File: src/wsfpu_pkg.sv
// types and constants shared by the websocket frame parser modules
package wsfpu_pkg;

   localparam int unsigned LEN_W = 63;

   localparam logic KIND_PAYLOAD = 1'b0;
   localparam logic KIND_STATUS  = 1'b1;

   typedef enum logic [1:0] {
      ST_COMPLETE   = 2'd0,
      ST_INCOMPLETE = 2'd1,
      ST_ERROR      = 2'd2
   } status_type;

   typedef enum logic [2:0] {
      PH_HDR0    = 3'd0,
      PH_HDR1    = 3'd1,
      PH_EXTLEN  = 3'd2,
      PH_MASK    = 3'd3,
      PH_PAYLOAD = 3'd4,
      PH_DRAIN   = 3'd5
   } phase_type;

   typedef struct packed {
      logic [7:0] data_byte;
      logic       buffer_end;
   } req_type;

   typedef struct packed {
      logic             kind;
      logic [7:0]       out_byte;
      logic [1:0]       status;
      logic [3:0]       frame_type;
      logic [LEN_W-1:0] payload_length;
      logic [3:0]       payload_offset;
      logic             last;
   } rsp_type;

   // one input byte's worth of results: an optional payload beat then an optional status
   typedef struct packed {
      logic             pay_valid;
      logic [7:0]       pay_byte;
      logic             stat_valid;
      status_type       status;
      logic [3:0]       frame_type;
      logic [LEN_W-1:0] payload_length;
      logic [3:0]       payload_offset;
   } ent_type;

endpackage

File: src/websocket_frame_parse_unmask_unit.sv
// top level of the masked websocket frame parser and unmasker
//
//   channel   direction  beat payload             handshake
//   req_      in         data_byte, buffer_end    req_valid / req_stall
//   rsp_      out        payload byte or status   rsp_valid / rsp_stall
//
// one input beat per cycle while req_stall is low; the header, length and key bytes are parsed one per beat
// a payload byte is written to the entry queue, then loaded into the output register for rsp_; a byte
// that also ends the frame gives a second beat (its status) after it, through the same output register
// req_stall rises only when the entry queue (QUEUE_DEPTH entries) is full
// synchronous reset returns the parser to the first header byte and empties the queue
module websocket_frame_parse_unmask_unit #(
   parameter int unsigned QUEUE_DEPTH = 4
) (
   input  logic               clock,
   input  logic               reset,
   input  logic               req_valid,
   output logic               req_stall,
   input  wsfpu_pkg::req_type req_data,
   output logic               rsp_valid,
   input  logic               rsp_stall,
   output wsfpu_pkg::rsp_type rsp_data
);
   import wsfpu_pkg::*;

   logic    fire;
   logic    push;
   ent_type push_data;
   logic    full;
   logic    pop;
   logic    head_valid;
   ent_type head_data;

   assign req_stall = full;
   assign fire      = req_valid && !full;

   wsfpu_front u_front (
      .clock     (clock),
      .reset     (reset),
      .fire      (fire),
      .req_data  (req_data),
      .push      (push),
      .push_data (push_data)
   );

   wsfpu_queue #(
      .DEPTH (QUEUE_DEPTH)
   ) u_queue (
      .clock      (clock),
      .reset      (reset),
      .push       (push),
      .push_data  (push_data),
      .full       (full),
      .pop        (pop),
      .head_valid (head_valid),
      .head_data  (head_data)
   );

   wsfpu_back u_back (
      .clock      (clock),
      .reset      (reset),
      .head_valid (head_valid),
      .head_data  (head_data),
      .pop        (pop),
      .rsp_valid  (rsp_valid),
      .rsp_stall  (rsp_stall),
      .rsp_data   (rsp_data)
   );

endmodule

File: src/wsfpu_front.sv
// front end: header parsing, length and key capture, payload unmasking
module wsfpu_front (
   input  logic              clock,
   input  logic              reset,
   input  logic              fire,
   input  wsfpu_pkg::req_type req_data,
   output logic              push,
   output wsfpu_pkg::ent_type push_data
);
   import wsfpu_pkg::*;

   localparam logic [7:0] RSV_MASK  = 8'h70;
   localparam logic [6:0] LEN_16    = 7'h7E;
   localparam logic [6:0] LEN_64    = 7'h7F;
   localparam logic [3:0] HDR_BYTES = 4'd2;
   localparam logic [3:0] KEY_END   = 4'd6;

   phase_type        phase_ff, phase_in;
   logic [3:0]       hc_ff, hc_in;
   logic [3:0]       opcode_ff, opcode_in;
   logic [6:0]       short_ff, short_in;
   logic [LEN_W-1:0] len_ff, len_in;
   logic [31:0]      key_ff, key_in;
   logic [LEN_W-1:0] pc_ff, pc_in;
   logic             early_ff, early_in;

   logic [7:0] b;
   logic [3:0] ext_bytes;
   logic [3:0] hc_inc;
   logic       done_now;
   ent_type    ent;

   function automatic logic opcode_ok(input logic [3:0] op);
      return (op == 4'd0) || (op == 4'd1) || (op == 4'd2) ||
             (op == 4'd8) || (op == 4'd9) || (op == 4'd10);
   endfunction

   always_comb begin
      b        = req_data.data_byte;
      hc_inc   = hc_ff + 4'd1;
      if (short_ff == LEN_16) begin
         ext_bytes = 4'd2;
      end else if (short_ff == LEN_64) begin
         ext_bytes = 4'd8;
      end else begin
         ext_bytes = 4'd0;
      end

      phase_in  = phase_ff;
      hc_in     = hc_ff;
      opcode_in = opcode_ff;
      short_in  = short_ff;
      len_in    = len_ff;
      key_in    = key_ff;
      pc_in     = pc_ff;
      early_in  = early_ff;
      ent       = '0;

      unique case (phase_ff)
         PH_HDR0: begin
            opcode_in = b[3:0];
            early_in  = ((b & RSV_MASK) != 8'd0) || !opcode_ok(b[3:0]);
            hc_in     = 4'd1;
            phase_in  = PH_HDR1;
         end
         PH_HDR1: begin
            hc_in    = HDR_BYTES;
            short_in = b[6:0];
            if (early_ff || !b[7]) begin
               ent.stat_valid = 1'b1;
               ent.status     = ST_ERROR;
               phase_in       = PH_DRAIN;
            end else begin
               early_in = 1'b0;
               if (b[6:0] < LEN_16) begin
                  len_in   = LEN_W'(b[6:0]);
                  phase_in = PH_MASK;
               end else begin
                  len_in   = '0;
                  phase_in = PH_EXTLEN;
               end
            end
         end
         PH_EXTLEN: begin
            // top bit of a 64-bit length is only reported once all length bytes are in
            if (hc_ff == HDR_BYTES && short_ff == LEN_64 && b[7]) begin
               early_in = 1'b1;
            end
            len_in = {len_ff[LEN_W-9:0], b};
            hc_in  = hc_inc;
            if (hc_inc == HDR_BYTES + ext_bytes) begin
               if (early_in) begin
                  ent.stat_valid = 1'b1;
                  ent.status     = ST_ERROR;
                  phase_in       = PH_DRAIN;
               end else begin
                  phase_in = PH_MASK;
               end
            end
         end
         PH_MASK: begin
            key_in = {key_ff[23:0], b};
            hc_in  = hc_inc;
            if (hc_inc == KEY_END + ext_bytes) begin
               pc_in = '0;
               if (len_ff == '0) begin
                  ent.stat_valid = 1'b1;
                  ent.status     = ST_COMPLETE;
                  phase_in       = PH_DRAIN;
               end else begin
                  phase_in = PH_PAYLOAD;
               end
            end
         end
         PH_PAYLOAD: begin
            ent.pay_valid = 1'b1;
            ent.pay_byte  = b ^ key_ff[{~pc_ff[1:0], 3'b000} +: 8];
            pc_in         = pc_ff + LEN_W'(1);
            if (pc_in == len_ff) begin
               ent.stat_valid = 1'b1;
               ent.status     = ST_COMPLETE;
               phase_in       = PH_DRAIN;
            end
         end
         PH_DRAIN: begin
         end
         default: begin
            phase_in = PH_HDR0;
         end
      endcase

      if (ent.stat_valid && ent.status == ST_COMPLETE) begin
         ent.frame_type     = opcode_ff;
         ent.payload_length = len_ff;
         ent.payload_offset = KEY_END + ext_bytes;
      end

      done_now = (phase_ff == PH_DRAIN) || ent.stat_valid;
      if (req_data.buffer_end) begin
         if (!done_now) begin
            ent.stat_valid = 1'b1;
            ent.status     = ST_INCOMPLETE;
         end
         phase_in = PH_HDR0;
         hc_in    = '0;
         early_in = 1'b0;
      end

      push      = fire && (ent.pay_valid || ent.stat_valid);
      push_data = ent;
   end

   always_ff @(posedge clock) begin
      if (reset) begin
         phase_ff  <= PH_HDR0;
         hc_ff     <= '0;
         early_ff  <= 1'b0;
         short_ff  <= '0;
         opcode_ff <= '0;
      end else if (fire) begin
         phase_ff  <= phase_in;
         hc_ff     <= hc_in;
         early_ff  <= early_in;
         short_ff  <= short_in;
         opcode_ff <= opcode_in;
      end
   end

   always_ff @(posedge clock) begin
      if (fire) begin
         len_ff <= len_in;
         key_ff <= key_in;
         pc_ff  <= pc_in;
      end
   end

endmodule

File: src/wsfpu_queue.sv
// short queue of parsed entries between the front and back ends
module wsfpu_queue #(
   parameter int unsigned DEPTH = 4
) (
   input  logic               clock,
   input  logic               reset,
   input  logic               push,
   input  wsfpu_pkg::ent_type push_data,
   output logic               full,
   input  logic               pop,
   output logic               head_valid,
   output wsfpu_pkg::ent_type head_data
);
   import wsfpu_pkg::*;

   localparam int unsigned PW = (DEPTH > 1) ? $clog2(DEPTH) : 1;
   localparam int unsigned CW = $clog2(DEPTH + 1);

   ent_type         mem [DEPTH];
   logic [PW-1:0]   wr_ff, wr_in;
   logic [PW-1:0]   rd_ff, rd_in;
   logic [CW-1:0]   count_ff, count_in;

   always_comb begin
      full       = (count_ff == CW'(DEPTH));
      head_valid = (count_ff != '0);
      head_data  = mem[rd_ff];

      wr_in = wr_ff;
      if (push) begin
         wr_in = (wr_ff == PW'(DEPTH - 1)) ? '0 : wr_ff + PW'(1);
      end
      rd_in = rd_ff;
      if (pop) begin
         rd_in = (rd_ff == PW'(DEPTH - 1)) ? '0 : rd_ff + PW'(1);
      end
      count_in = count_ff;
      if (push && !pop) begin
         count_in = count_ff + CW'(1);
      end else if (pop && !push) begin
         count_in = count_ff - CW'(1);
      end
   end

   always_ff @(posedge clock) begin
      if (reset) begin
         wr_ff    <= '0;
         rd_ff    <= '0;
         count_ff <= '0;
      end else begin
         wr_ff    <= wr_in;
         rd_ff    <= rd_in;
         count_ff <= count_in;
      end
   end

   always_ff @(posedge clock) begin
      if (push) begin
         mem[wr_ff] <= push_data;
      end
   end

endmodule

File: src/wsfpu_back.sv
// back end: splits each entry into payload and status beats on the output register
module wsfpu_back (
   input  logic               clock,
   input  logic               reset,
   input  logic               head_valid,
   input  wsfpu_pkg::ent_type head_data,
   output logic               pop,
   output logic               rsp_valid,
   input  logic               rsp_stall,
   output wsfpu_pkg::rsp_type rsp_data
);
   import wsfpu_pkg::*;

   logic    valid_ff, valid_in;
   logic    half_ff, half_in;
   rsp_type data_ff, data_in;
   logic    load;

   always_comb begin
      load     = !valid_ff || !rsp_stall;
      valid_in = valid_ff;
      half_in  = half_ff;
      data_in  = data_ff;
      pop      = 1'b0;

      if (load) begin
         valid_in = head_valid;
         if (head_valid) begin
            data_in = '0;
            if (head_data.pay_valid && !half_ff) begin
               data_in.kind     = KIND_PAYLOAD;
               data_in.out_byte = head_data.pay_byte;
               // a trailing status keeps the entry at the head for one more beat
               if (head_data.stat_valid) begin
                  half_in = 1'b1;
               end else begin
                  pop = 1'b1;
               end
            end else begin
               data_in.kind           = KIND_STATUS;
               data_in.status         = head_data.status;
               data_in.frame_type     = head_data.frame_type;
               data_in.payload_length = head_data.payload_length;
               data_in.payload_offset = head_data.payload_offset;
               data_in.last           = 1'b1;
               half_in                = 1'b0;
               pop                    = 1'b1;
            end
         end
      end

      rsp_valid = valid_ff;
      rsp_data  = data_ff;
   end

   always_ff @(posedge clock) begin
      if (reset) begin
         valid_ff <= 1'b0;
         half_ff  <= 1'b0;
      end else begin
         valid_ff <= valid_in;
         half_ff  <= half_in;
      end
   end

   always_ff @(posedge clock) begin
      data_ff <= data_in;
   end

endmodule

File: config.mk
export PLATFORM = sky130hd
export DESIGN_NAME = websocket_frame_parse_unmask_unit
export DESIGN_NICKNAME = d
export VERILOG_FILES = /design/src/wsfpu_pkg.sv /design/src/websocket_frame_parse_unmask_unit.sv /design/src/wsfpu_front.sv /design/src/wsfpu_queue.sv /design/src/wsfpu_back.sv
export SDC_FILE = /design/constraint.sdc
export NUM_CORES = 1
export LEC_CHECK = 0
export BUFFER_PORTS_ARGS = -buffer_cell sky130_fd_sc_hd__buf_2
export CORE_MARGIN = 2
export CORE_UTILIZATION = 60
export DETAILED_ROUTE_END_ITERATION = 8
export GPL_TIMING_DRIVEN = 0
export PLACE_DENSITY = 0.78
export SLEW_MARGIN = 10
export SYNTH_ARGS = -nofsm -noshare
export SYNTH_HDL_FRONTEND = slang
export SYNTH_SLANG_ARGS = --single-unit
export TNS_END_PERCENT = 30
File: constraint.sdc
create_clock -name clock -period 9.2 [get_ports clock]
set_input_delay 0.46 -clock clock [delete_from_list [all_inputs] [get_ports clock]]
set_output_delay 0.46 -clock clock [all_outputs]
set_load 0.01 [all_outputs]
* Word level (Yosys, flattened, before mapping)
Memory sizes are Yosys's and may differ from the RTL's. A register that Yosys moved wholly into a read port is not among the register bits.
Cells that the tools add are included.
** Cells by class
- Reductions and logical operators :: 48
- Muxes and demuxes :: 50
- Shift-type cells :: 1
- Eq/ne operators :: 27
- Order comparisons :: 1
- Add/sub/neg operators :: 8
- Bitwise gates (word level) :: 2
** Operator list (count)
- case mux 63 bit (2 select lines) :: 2
- 2-to-1 mux 63 bit :: 2
- 2-to-1 mux 71 bit :: 1
- adder 63 x 1 -> 63 bit (second input constant) :: 1
- == test 63 bit :: 1
- zero test 63 bit :: 1
- 2-to-1 mux 3 bit :: 16
- indexed part select 32 x 6 -> 8 bit :: 1
- case mux 3 bit (6 select lines) :: 1
- 2-to-1 mux 1 bit :: 16
- == test 7 bit (second input constant) :: 2
- == test 4 bit (second input constant) :: 3
- 2-to-1 mux 4 bit :: 3
- case mux 3 bit (4 select lines) :: 1
- case mux 4 bit (3 select lines) :: 1
- AND reduction 3 bit :: 4
- logical OR 1 bit :: 10
- AND reduction 2 bit :: 5
- == test 3 bit (second input constant) :: 3
- 2-to-1 mux 9 bit :: 1
- != test 3 x 2 -> 1 bit (second input constant) :: 3
- == test 4 x 2 -> 1 bit (second input constant) :: 2
- == test 4 bit :: 2
- logical AND 1 bit :: 8
- 29 further kinds :: 47
** Word-level totals
- Word-level logic and storage cells :: 158
- Output and inout bits :: 85
- Input bits :: 13
- Memories :: 1
- Memory bits (writable) :: 332
- Register bits :: 269
** Memories
- u_queue.mem :: words 4, bits a word 83, read ports 1, clocked after memory_dff 1, write ports 1, RTL line wsfpu_queue.sv:19 : ent_type mem [DEPTH];

* Depth between registers and ports, before layout
- Depth after elaboration :: 17
- Gate-level depth with buffers :: 16
- Gate-level depth less buffers :: 16

* Cells and area by module
From an unflattened synthesis, not the netlist that was laid out.
** Unflattened totals
- Cells, all modules :: 1794
- Area total of the unflattened synthesis :: 26942.1 um2
** Modules (own cells, without submodules)
- wsfpu_queue :: sequential area each 10149.7 um2, cells an instance 477, area an instance 12419.4 um2, instances 1
- wsfpu_front :: sequential area each 5124.9 um2, cells an instance 1133, area an instance 11339.6 um2, instances 1
- wsfpu_back :: sequential area each 2502.4 um2, cells an instance 183, area an instance 3169.3 um2, instances 1
- websocket_frame_parse_unmask_unit :: sequential area each 0.0 um2, cells an instance 1, area an instance 13.8 um2, instances 1

* Worst setup path after synthesis
OpenSTA, ideal clock, no wires.
- Kind :: register to register
- Start point :: register u_queue.count_ff[0]
- End point :: register u_queue.count_ff[2]
- Arrival :: 6245 ps
- Setup slack :: 2885 ps
- Buffers on the path :: 0
- Setup time :: 70 ps
- Cell stages (with the launch flop) :: 10
- Clock period less this slack :: 6315 ps
- Required time :: 9130 ps
- Cells stage by stage :: dfxtp_1 > nor3_1 > a21oi_1 > nand2_1 > ha_1 > inv_1 > fa_1 > xor2_1 > or3_1 > a21oi_1
** Between the ends
- Longest elaborated chain between the ends :: 7
- Elaborated cells between the ends (all ways) :: 16
- Classes of those cells :: add/sub: 2; eq/ne: 1; mux: 4; reduce/logical: 9
** Ends and longest elaborated chain
- start: declaration :: RTL line wsfpu_queue.sv:22 : logic [CW-1:0] count_ff, count_in;
- start signal: assignment :: RTL line wsfpu_queue.sv:53 : count_ff <= count_in;
- parallel branches: the longest is 7 deep, another holds subtractor 3 x 1 -> 3 bit
Parallel ways; which one is timed is not known. The select of a mux whose other input is x is not followed.
A chain may end at the register's enable or synchronous reset.

* Worst setup path in the final report
- Start point :: register u_front.pc_ff[8]
- End point :: memory u_queue.mem[3][2] (netlist bit), data pin
** Between the ends
- Longest elaborated chain between the ends :: 6
** Ends and longest elaborated chain
- start: declaration :: RTL line wsfpu_front.sv:24 : logic [LEN_W-1:0] pc_ff, pc_in;
- start signal: assignment :: RTL line wsfpu_front.sv:173 : pc_ff <= pc_in;
- adder 63 x 1 -> 63 bit :: RTL line wsfpu_front.sv:118 : pc_in = pc_ff + LEN_W'(1);
- == test 63 bit :: RTL line wsfpu_front.sv:119 : if (pc_in == len_ff) begin
- 2-to-1 mux 3 bit :: RTL line wsfpu_front.sv:119
- case mux 3 bit (4 select lines) :: RTL line wsfpu_front.sv:59 : unique case (phase_ff)
- logical AND 1 bit :: RTL line wsfpu_front.sv:132 : if (ent.stat_valid && ent.status == ST_COMPLETE) begin
- 2-to-1 mux 71 bit :: RTL line wsfpu_front.sv:132
- end: declaration :: RTL line wsfpu_queue.sv:19
Every way passes these cells.

==> impl_summary.log <==
INFO  metric cp_required = 9570 ps
INFO  metric insertedDiodeCount = 0
INFO  metric timing.fmax = 0.147 GHz
INFO  metric critical_path_arrival = 7180 ps
INFO  metric post_route_cells_drive_above_1_share = 16.0%
INFO  metric p_leak = 9.65 nW
INFO  metric antenna_left = 0
INFO  metric clk_root_buf = sky130_fd_sc_hd__clkbuf_16
INFO  metric total_die_area = 0.0458 mm2
INFO  metric initial_utilization = 61.2%
INFO  metric synthDominantCellAreaShare = 63.8%
INFO  metric cts_sinks = 592
INFO  metric post_synth_xor_area_fraction = 5.03%
INFO  metric drt-wirelength-per-cell = 25.0 um
INFO  metric syn-num-nets = 1,845
INFO  metric cts_setup_buffers = 0
INFO  metric dpl_cell_area = 0.0280 mm2
INFO  metric postSynth.asyncResetShare = 0%
INFO  metric cts_buffers = 56
INFO  metric finalCoreUtilization = 68.9%
INFO  metric finalWorstPathRequiredPeriod = 6810 ps
INFO  metric totalPowerFinal = 0.00694 W
INFO  metric synth_simple_gate_area_share = 14.9%
INFO  metric powerDensity = 233 mW/mm2
INFO  metric grt_usage = 28.9%
INFO  metric postSynthRegisterBits = 592
INFO  metric die_height = 214 um
INFO  metric antenna_violations_before_repair = 5
INFO  metric routed_wirelength = 65.5 mm
INFO  metric syn-instance-count = 1,822
INFO  metric clk_pin_slew_worst_paths = 60 ps
INFO  metric worst_hold_path_type = input port to flip-flop
INFO  metric dpl.hpwl = 45.7 mm
INFO  metric slew_margin_rel = 7.25%
INFO  metric design_area = 0.0298 mm2
INFO  metric setup-tns-final = 0 ps
INFO  metric drt-pass1-iter-count = 6
INFO  metric number_of_violations_reported_at_the_end_of_detailed_routing_iteration_0 = 1,798
INFO  metric cts_max_level = 2
INFO  metric numPortBuffers = 95
INFO  metric final_period_util = 74.0%
INFO  metric cts-resized-gates = 0
INFO  metric synth_compound_area_share = 3.25%
INFO  metric pre_cts_ws = 2700 ps
INFO  metric clock_skew = 26.5 ps
INFO  metric synth_area_leaders = sky130_fd_sc_hd__edfxtp_1 64%, sky130_fd_sc_hd__mux4_2 7.6%, sky130_fd_sc_hd__and2_1 3.3%, sky130_fd_sc_hd__xnor2_1 2.9%, sky130_fd_sc_hd__dfxtp_1 2.3%
INFO  metric floorplan.io_pins = 98
INFO  metric number_of_synthesized_flops_with_an_enable_pin = 562
INFO  metric syn_area_per_cell = 14.5 um2
INFO  metric maximum_number_of_pins_on_one_net_before_global_route_repair = 53
INFO  metric final.setup.worst_slack = 2390 ps
INFO  metric status = finished, final reports clean
INFO  metric synth.mux.area_fraction = 8.41%
INFO  metric synth-seq-area-share = 66.0%
INFO  metric total_congestion_overflow_after_global_routing = 0
INFO  metric routed-via-count = 16,400
INFO  metric clock_tree_from_tritoncts = done
INFO  metric grt_pass1_vias = 16,100
INFO  metric die_x = 214 um
INFO  metric core = 0.0433 mm2
INFO  metric maxSlewViolCount = 0
INFO  metric critical_path_peak_fanout = 10
INFO  metric number_of_fill_cells = 2,932
INFO  metric actual_slew_at_the_worst_max_slew_pin = 1390 ps
INFO  metric synthFlopType = sky130_fd_sc_hd__edfxtp_1
INFO  metric cts_hold_buffers = 0
INFO  metric clk-insertion-delay-late = 620 ps
INFO  metric detail_route.drc_violations = 0
INFO  metric netlist.top_cell.by_area = sky130_fd_sc_hd__edfxtp_1
INFO  metric grt_setup_unrepaired = no
INFO  metric std_cell_rows = 76
INFO  metric worst_ir_drop_on_vdd = 0.228 mV
INFO  metric netlist_area = 0.0265 mm2
INFO  metric crit_path_end_kind = flip-flop
INFO  metric gp_congestion = 1.01
INFO  metric nets = 2,015
INFO  metric ctsLongestPathBuffers = 3
INFO  metric setup_viol_count_final = 0
INFO  metric post_detailed_route_via_to_cell_ratio = 6.24
INFO  metric crit_path_start_kind = flip-flop
INFO  metric timing.max_cap.violations = 0
INFO  metric combinational_family_with_the_most_area_after_synthesis = simple AND/OR/NAND/NOR gates
INFO  metric yosys_warnings = 0
INFO  metric report.final.hold_viol_count = 0
INFO  metric adder_cell_share_of_the_synthesized_area = 0.501%
INFO  metric area.growth.synth_to_final = 12.6%
INFO  metric timing_worst_setup_path_type = flip-flop to flip-flop
INFO  metric synthDistinctLibCells = 73
INFO  metric grt_first_pass_wirelength = 99.5 mm
-- metal layers --
layer | part of all wire [%] | wire [um] | GRT usage, %
met5 | 0.020 | 13 | 0
met4 | 2.6 | 1700 | 8.11
met1 | 42 | 27700 | 42.7
met3 | 8.3 | 5460 | 4.67
met2 | 47 | 30600 | 45.2
-- layout make-up --
cell class	instances	area (um2)	share of cell area [%]
multi-input cells	1106	8550	28.7
plain buffers	97	392	1.31
repair buffers	112	761	2.55
clock buffers	71	1510	5.07
inverters	27	101	0.340
well taps	585	732	2.46
flip-flops and latches	592	17500	58.6
clock inverters	33	279	0.936
-- worst max-delay path, cell delays in order, from the launching register on --
cell                        delay, ps
sky130_fd_sc_hd__edfxtp_1         470
sky130_fd_sc_hd__nand4_1          350
sky130_fd_sc_hd__or4_1            690
sky130_fd_sc_hd__nor4_1           960
sky130_fd_sc_hd__nand2_1          450
sky130_fd_sc_hd__o21ai_0          550
sky130_fd_sc_hd__o2111ai_1        200
sky130_fd_sc_hd__or4_1            610
sky130_fd_sc_hd__or4_1            590
sky130_fd_sc_hd__o41ai_4          930
sky130_fd_sc_hd__buf_2            370
sky130_fd_sc_hd__nor2b_1          380
-- synth_stat cells, types with 10 or more instances --
cell and instances:
sky130_fd_sc_hd__buf_2 10, sky130_fd_sc_hd__o21ai_0 23, sky130_fd_sc_hd__mux4_2 89, sky130_fd_sc_hd__and3_1 17, sky130_fd_sc_hd__nor2_1 143, sky130_fd_sc_hd__dfxtp_1 30
sky130_fd_sc_hd__edfxtp_1 562, sky130_fd_sc_hd__a21oi_1 28, sky130_fd_sc_hd__and2_1 141, sky130_fd_sc_hd__xor2_1 52, sky130_fd_sc_hd__nand2b_1 11, sky130_fd_sc_hd__nand4_1 45
sky130_fd_sc_hd__nor2b_1 93, sky130_fd_sc_hd__or3_1 16, sky130_fd_sc_hd__clkbuf_1 70, sky130_fd_sc_hd__nor3_1 44, sky130_fd_sc_hd__and4_1 11, sky130_fd_sc_hd__nor4_1 38
sky130_fd_sc_hd__mux2i_1 20, sky130_fd_sc_hd__inv_1 27, sky130_fd_sc_hd__nand2_1 66, sky130_fd_sc_hd__or4_1 19, sky130_fd_sc_hd__xnor2_1 87, sky130_fd_sc_hd__buf_1 11
sky130_fd_sc_hd__nand3_1 50
-- flip-flops by register name, summed over array words and instances, names as in the netlist, named ones only --
signal / count
u_back.rsp_data: 80
u_queue.mem: 324
u_back.half_ff: 1
u_front.opcode_ff: 4
u_front.hc_ff: 4
u_front.key_ff: 32
u_front.short_ff: 7
u_back.rsp_valid: 1
u_front.len_ff: 63
u_queue.count_ff: 3
u_queue.wr_ff: 2
u_front.early_ff: 1
u_front.pc_ff: 63
u_queue.rd_ff: 2
u_front.phase_ff: 3
-- metrics by stage --
step | cells | hold WS, ps
after floorplan | 1822 | 421
after global placement | 2502 | 425
after detailed placement | 2519 | 432
after CTS | 2623 | 107
after global routing | 2623 | 138
final | 2623 | 133
-- final timing paths --
check	from	endpoint	slack, ps	cells past startpoint
worst max-delay path	u_front.pc_ff[8]$_SDFFCE_PN0P_	u_queue.mem[3][2]$_DFFE_PP_	2390	11
worst min-delay path	rsp_stall	u_back.rsp_valid$_SDFFE_PP0N_	130	3
worst max register to register	u_front.pc_ff[8]$_SDFFCE_PN0P_	u_queue.mem[3][2]$_DFFE_PP_	2390	11
worst min register to register	u_front.key_ff[8]$_DFFE_PP_	u_front.key_ff[16]$_DFFE_PP_	450	0
-- power by group --
part	internal, W	switching [W]	leakage [nW]
clock	0.00125	0.000996	0.870
combinational	0.000548	0.000721	3.42
sequential	0.00333	0.0000982	5.36
total	0.00513	0.00181	9.65
-- cell usage in the layout (no fill, tap or decap), drive strengths merged, types with 6 or more instances in the layout --
cell,n
and3,17
ha,9
xnor2,87
nand2,66
or3,16
a21oi,28
or2,7
o211ai,6
nor4,40
o21ai,23
inv,29
xor2,52
nand4,46
nor2,143
dfxtp,30
edfxtp,562
nor2b,93
buf,136
or4,19
clkinv,24
nand3,50
o22ai,6
nand2b,11
and2,142
nor3,44
and4,11
mux2i,20
mux4,89
clkbuf,144
-- cell families (layout without fill, tap and decap cells) --
logic type      count (synthesis)  count (layout)
compound gates                123             123
other cells                     1               1
buf+inv                       124             340
xor+xnor                      144             144
flops                         592             592
fa+ha+maj                      10              10
mux                           111             111
simple gates                  717             717
No activity file was read; power rests on OpenSTA's default activity.
